### config.mk
export PLATFORM = sky130hd
export DESIGN_NAME = awvn_isqrt
export DESIGN_NICKNAME = d
export VERILOG_FILES = /design/src/sv/awvn_pkg.sv /design/src/sv/awvn_isqrt.sv
export SDC_FILE = /design/constraint.sdc
export NUM_CORES = 1
export LEC_CHECK = 0
export BUFFER_PORTS_ARGS = -buffer_cell sky130_fd_sc_hd__buf_2
export CORE_ASPECT_RATIO = 0.5
export CORE_MARGIN = 3
export CORE_UTILIZATION = 40
export CTS_CLUSTER_DIAMETER = 80
export DETAILED_ROUTE_END_ITERATION = 8
export MAX_ROUTING_LAYER = met4
export PLACE_DENSITY = 0.71
export SLEW_MARGIN = 40
export SYNTH_ARGS = -nofsm -noshare
export SYNTH_HDL_FRONTEND = slang
export SYNTH_SLANG_ARGS = --single-unit
### constraint.sdc
create_clock -name i_clk -period 11 [get_ports i_clk]
set_clock_uncertainty 0.1 [all_clocks]
set_input_delay 0.55 -clock i_clk [delete_from_list [all_inputs] [get_ports i_clk]]
set_output_delay 0.55 -clock i_clk [all_outputs]
set_load 0.05 [all_outputs]
### src/sv/awvn_pkg.sv
`default_nettype none
package awvn_pkg;

    localparam int UNIQUE_VERTICES_DEF = 1024;

    localparam int CMD_W  = 2;
    localparam int ID_W   = 10;
    localparam int POS_W  = 16;
    localparam int NRM_W  = 16;
    localparam int OUT_W  = 16;
    localparam int CFG_W  = 32;
    localparam int ACC_W  = 64;
    localparam int RAD_W  = 72;
    localparam int ROOT_W = 36;

    localparam logic [CFG_W-1:0] MIN_AREA_RESET = 32'd1;

    typedef logic [CMD_W-1:0] t_cmd;

    localparam t_cmd CMD_ADD   = 2'd0;
    localparam t_cmd CMD_QUERY = 2'd1;
    localparam t_cmd CMD_CLEAR = 2'd2;

    typedef struct packed {
        logic signed [ACC_W-1:0] x;
        logic signed [ACC_W-1:0] y;
        logic signed [ACC_W-1:0] z;
    } t_acc;

endpackage
`default_nettype wire

### src/sv/awvn_isqrt.sv
`default_nettype none
module awvn_isqrt import awvn_pkg::*; (
    input  wire logic              i_clk,
    input  wire logic              i_rst_n,
    input  wire logic              i_start,
    input  wire logic [RAD_W-1:0]  i_rad,
    output logic                   o_done,
    output logic [ROOT_W-1:0]      o_root
);

    logic [RAD_W-1:0]  r_rad;
    logic [ROOT_W+1:0] r_rem;
    logic [ROOT_W-1:0] r_root;
    logic [5:0]        r_cnt;
    logic              r_busy;
    logic              r_done;

    logic [ROOT_W+1:0] w_rem_sh;
    logic [ROOT_W+1:0] w_trial;
    logic              w_ge;

    assign w_rem_sh = {r_rem[ROOT_W-1:0], r_rad[RAD_W-1 -: 2]};
    assign w_trial  = {r_root, 2'b01};
    assign w_ge     = (w_rem_sh >= w_trial);

    always_ff @(posedge i_clk) begin
        if (!i_rst_n) begin
            r_busy <= 1'b0;
            r_done <= 1'b0;
            r_cnt  <= '0;
        end else begin
            r_done <= 1'b0;
            if (i_start) begin
                r_rad  <= i_rad;
                r_rem  <= '0;
                r_root <= '0;
                r_cnt  <= 6'(ROOT_W);
                r_busy <= 1'b1;
            end else if (r_busy) begin
                r_rem  <= w_ge ? (w_rem_sh - w_trial) : w_rem_sh;
                r_root <= {r_root[ROOT_W-2:0], w_ge};
                r_rad  <= r_rad << 2;
                r_cnt  <= r_cnt - 6'd1;
                if (r_cnt == 6'd1) begin
                    r_busy <= 1'b0;
                    r_done <= 1'b1;
                end
            end
        end
    end

    assign o_done = r_done;
    assign o_root = r_root;

endmodule
`default_nettype wire

# Word-level counts from Yosys, hierarchy flattened
# Cells that the tools add are included.
# classes
n_addsub,2
n_lt_le_gt_ge,1
eq_ne,1
n_mux,11
bitwise,2
reduce_logical,4
# op_table
operator,count
$mux 72,2
$mux 36,3
$ge 38x38->1,1
$sub 36x36->36,1
$mux 6,2
$eq 6x1->1 const B,1
$sub 6x1->6 const B,1
$mux 1,4
$reduce_or 3->1,1
$not 1->1,2
$reduce_and 2->1,1
$reduce_bool 2->1,1
$reduce_or 2->1,1
# word_totals
reg_bits,152
input_bits,75

# Logic depth before layout (Yosys ltp)
# logic_depth
depth_word,4
mapped_depth,13

# Least setup slack after synthesis
# No wires, ideal clock.
# synth_path
path_kind,input to register
from,input port i_start
to,"register r_root[0] (netlist: o_root[0]), enable pin"
setup_time_ns,0.517
arrival_ns,4.396
required_time_ns,10.383
slack_ns,5.987
stages,3
n_path_buf,2
path_cell_list,clkbuf_1 -> clkbuf_1 -> o21a_1
# synth_via
elab_chain_len,2
# synth_lines
element,line_no,text
from (decl),awvn_isqrt.sv:5,"input wire logic i_start,"
$reduce_bool 2->1 (no source line),--,
$reduce_and 2->1 (no source line),--,
to (signal assigned),awvn_isqrt.sv:41,"r_root <= {r_root[ROOT_W-2:0], w_ge};"
to (decl),awvn_isqrt.sv:13,logic [ROOT_W-1:0] r_root;
# No other way between the ends.
# A chain may end at the register's enable or synchronous reset.

# Final worst setup path
# layout_path
from,register r_root[13] (netlist: o_root[13])
to,register r_rem[29] (data pin)
# layout_via
elab_chain_len,3
# layout_lines
element,line_no,text
$sub 36x36->36 or $ge 38x38->1 (tied branches),"awvn_isqrt.sv:40, awvn_isqrt.sv:24",
$mux 36 (*),awvn_isqrt.sv:40,r_rem <= w_ge ? (w_rem_sh - w_trial) : w_rem_sh;
$mux 36 (*),awvn_isqrt.sv:39,end else if (r_busy) begin
to (signal assigned),awvn_isqrt.sv:40,
to (decl),awvn_isqrt.sv:12,logic [ROOT_W+1:0] r_rem;
# Mark *: on every way between the ends. The rest lies on a longest branch, timed or not. The select of a mux whose other input is x is not followed.

==> flow_summary.yaml <==
outcome:
  status: "complete, no violations"
yosys:
  synthCells: 740
  synth_top_area_share_pct: 51.58
  ys_top_cells_by_count: "144 x edfxtp_1, 71 x nand2_1, 70 x mux2_2"
  ys_seq_area_share_pct: 53.49
  syn_nets: 855
  synth-edff-count: 144
  yosys_most_used_dff: "edfxtp_1"
  synth-async-reset-ratio_pct: 0
  syn_area_per_cell_um2: 11.33
  synth.ff_latch_count: 152
  yosysUniqueCellTypes: 57
  synth_warnings: 0
  syn_area_mm2: 0.008383
  yosysTopAreaCell: "edfxtp_1"
  synth_area_leaders: "edfxtp_1 52%, mux2_2 9.4%, ha_1 6.0%"
  synthMostInstantiatedCell: "edfxtp_1"
clock_tree:
  clk_pin_slew_ns: 0.07
  clk_latency_ns: 0.43
  post_cts_resize_count: 0
  cts_tree: "done"
  cts_sinks: 152
  cts_buffers: 17
  htreeDepth: 4
  ctsRootBufferMaster: "clkbuf_16"
  clockBufferDepth: 2
  cts_setup_buffers: 0
  postCtsHoldBufs: 0
floorplanning:
  die_area_mm2: 0.02284
  ios: 112
  core_area_mm2: 0.02000
  initial_core_util_pct: 41.92
  rows: 36
  die_w_um: 210.7
  die_h_um: 108.4
grt:
  grt_max_degree: 87
  track_usage_pct: 16.36
  grt_pass1_vias: 5913
  grt_pass1_wl_mm: 29.37
  grt_antenna_before_repair: 1
  grt.overflow.total: 0
worst_setup_path:
  worstSetupPathType: "reg -> reg"
  required_ns: 11.07
  startpoint_type: "flop"
  end_kind: "flop"
  r2r_cells: 11
  critPathArrivalTime_ns: 3.72
  critPathMaxFanout: 21
cells_and_area:
  final_nets: 959
  drive_gt1_share_pct: 26.37
  synthToLayoutAreaGrowth_pct: 16.60
  fillers: 1810
  final_cells: 1124
sta:
  holdWs_ns: 0.3009
  timing.final.hold_violations: 0
  setup_slack_ns: 7.351
  slew_viol_final: 0
  fin_tns_setup_ns: 0
  grt_setup_unrepaired: "no"
  tightest_slew_ns: 0.7292
  max_freq_mhz: 274.1
  period_minus_slack_ns: 3.649
  setup_violations: 0
  max_slew_margin_pct: 51.39
  fin_crit_sh_pct: 33.17
placement:
  place_ws_ns: 7.317
  dp_hpwl_mm: 12.27
  port_buffers: 111
  gp_congestion: 0.9109
  dp.cells: 1091
detailed_routing:
  drt_iter0_markers: 321
  totalWireLength_mm: 18.04
  via_count: 5993
  detail_route.vias_per_cell: 5.332
  ant_nets: 0
  first_pass_iters: 5
  wl_per_cell_um: 16.05
  drc: 0
power_and_ir_drop:
  power.leakage_nw: 3.967
  power_density_mw_per_mm2: 168.0
  vdd_drop_max_mv: 0.1246
hold_path:
  whs_path_depth: 2
  hold_path_class: "in -> reg"
flow_run:
  timing.max_cap.violations: 0
==> routing by layer <==
| metal | vias up | track usage (%) | wire length, um |
|---|---|---|---|
| li1 | 2935 | - | - |
| met1 | 2884 | 21.23 | 8233 |
| met2 | 154 | 26.32 | 8917 |
| met3 | 20 | 3.188 | 670 |
| met4 | 0 | 4.916 | 218 |
| met5 | - | - | 0 |
==> kinds of logic after synthesis <==
group | count (synthesis) | synth area share (%)
AND/OR/NAND/NOR | 206 | 11.43
AO/OA/AOI/OAI | 163 | 12.84
flip-flops | 152 | 53.49
buffers and inverters | 81 | 3.940
multiplexers | 70 | 9.403
adder cells (fa/ha/maj) | 40 | 5.970
XOR/XNOR | 28 | 2.925
==> placed cells by master (no fill, tap or decap), types with 3 or more instances in the layout <==
cell        synthesis  routed
xnor2_1            17      17
or3_1               3       3
a2111oi_0           3       3
buf_2               7     110
a311o_1             3       3
a21o_1             26      26
dfxtp_1             8       8
o211ai_1            7       7
nor3_1             10      10
inv_1              51      51
nand2b_1            3       3
a211oi_1            8       8
and4_1              4       4
nor2_1             60      60
a21boi_0            3       3
nand2_1            71      71
o21bai_1            5       5
xor2_1             11      11
a31oi_1             5       5
edfxtp_1          144     144
o21ai_0            18      18
ha_1               40      40
mux2_2             70      70
nand4_1             6       6
or2_2               4       4
clkinv_4            0       3
and2_1              6       6
clkinvlp_4          0       3
o21a_1              8       7
nand3_1            13      13
a21oi_1            58      58
clkbuf_16           0      17
nor4_1              4       4
and3_1             11      11
==> final timing paths <==
kind	slack, ns	from	to
worst max-delay path	7.35	o_root[13]	r_rem[29]
worst min-delay path	0.30	i_rad[1]	r_rad[1]
worst max register to register	7.35	o_root[13]	r_rem[29]
worst min register to register	0.39	r_cnt[1]	r_cnt[1]
==> flip-flops by register name (all words and copies together) (netlist names) <==
register	flops
o_done	1
o_root	36
r_busy	1
r_cnt	6
r_rad	72
r_rem	36
==> final cells by class <==
cell class	instances	area (um2)	area share (%)
sequential	152	4484	45.88
multi-input combinational	507	3576	36.58
tap	266	332.8	3.405
inverter	51	191.4	1.959
clock inverter	14	150.1	1.536
timing repair buffer	115	608.1	6.221
antenna	1	2.502	0.02560
clock buffer	18	429.2	4.391
==> critical path, cell delays in order (launching register included) <==
cell and delay (ns):
edfxtp_1 0.34, inv_1 0.06, ha_1 0.37, a21o_1 0.24, a31oi_2 0.25, o21ai_0 0.15, a311o_1 0.42, o211ai_1 0.23
nand2_1 0.39, buf_4 0.37, and4_1 0.21, a311o_1 0.27
==> report_power, final <==
part,switching [mW],total (mW),internal [mW]
clock network,0.245,0.581,0.336
registers,0.0178,0.707,0.689
logic,0.218,0.355,0.136
==> through the flow <==
stage | utilization, % | total power, mW | cell area, um2
floorplan | - | 0.9911 | 8383
global placement | 45.83 | 1.061 | 9165
detailed placement | 45.95 | 1.071 | 9189
CTS | 48.84 | 1.655 | 9768
global route | 48.87 | 1.718 | 9774
finish | 48.87 | 1.643 | 9774
Power figures use the tool's default switching activity.
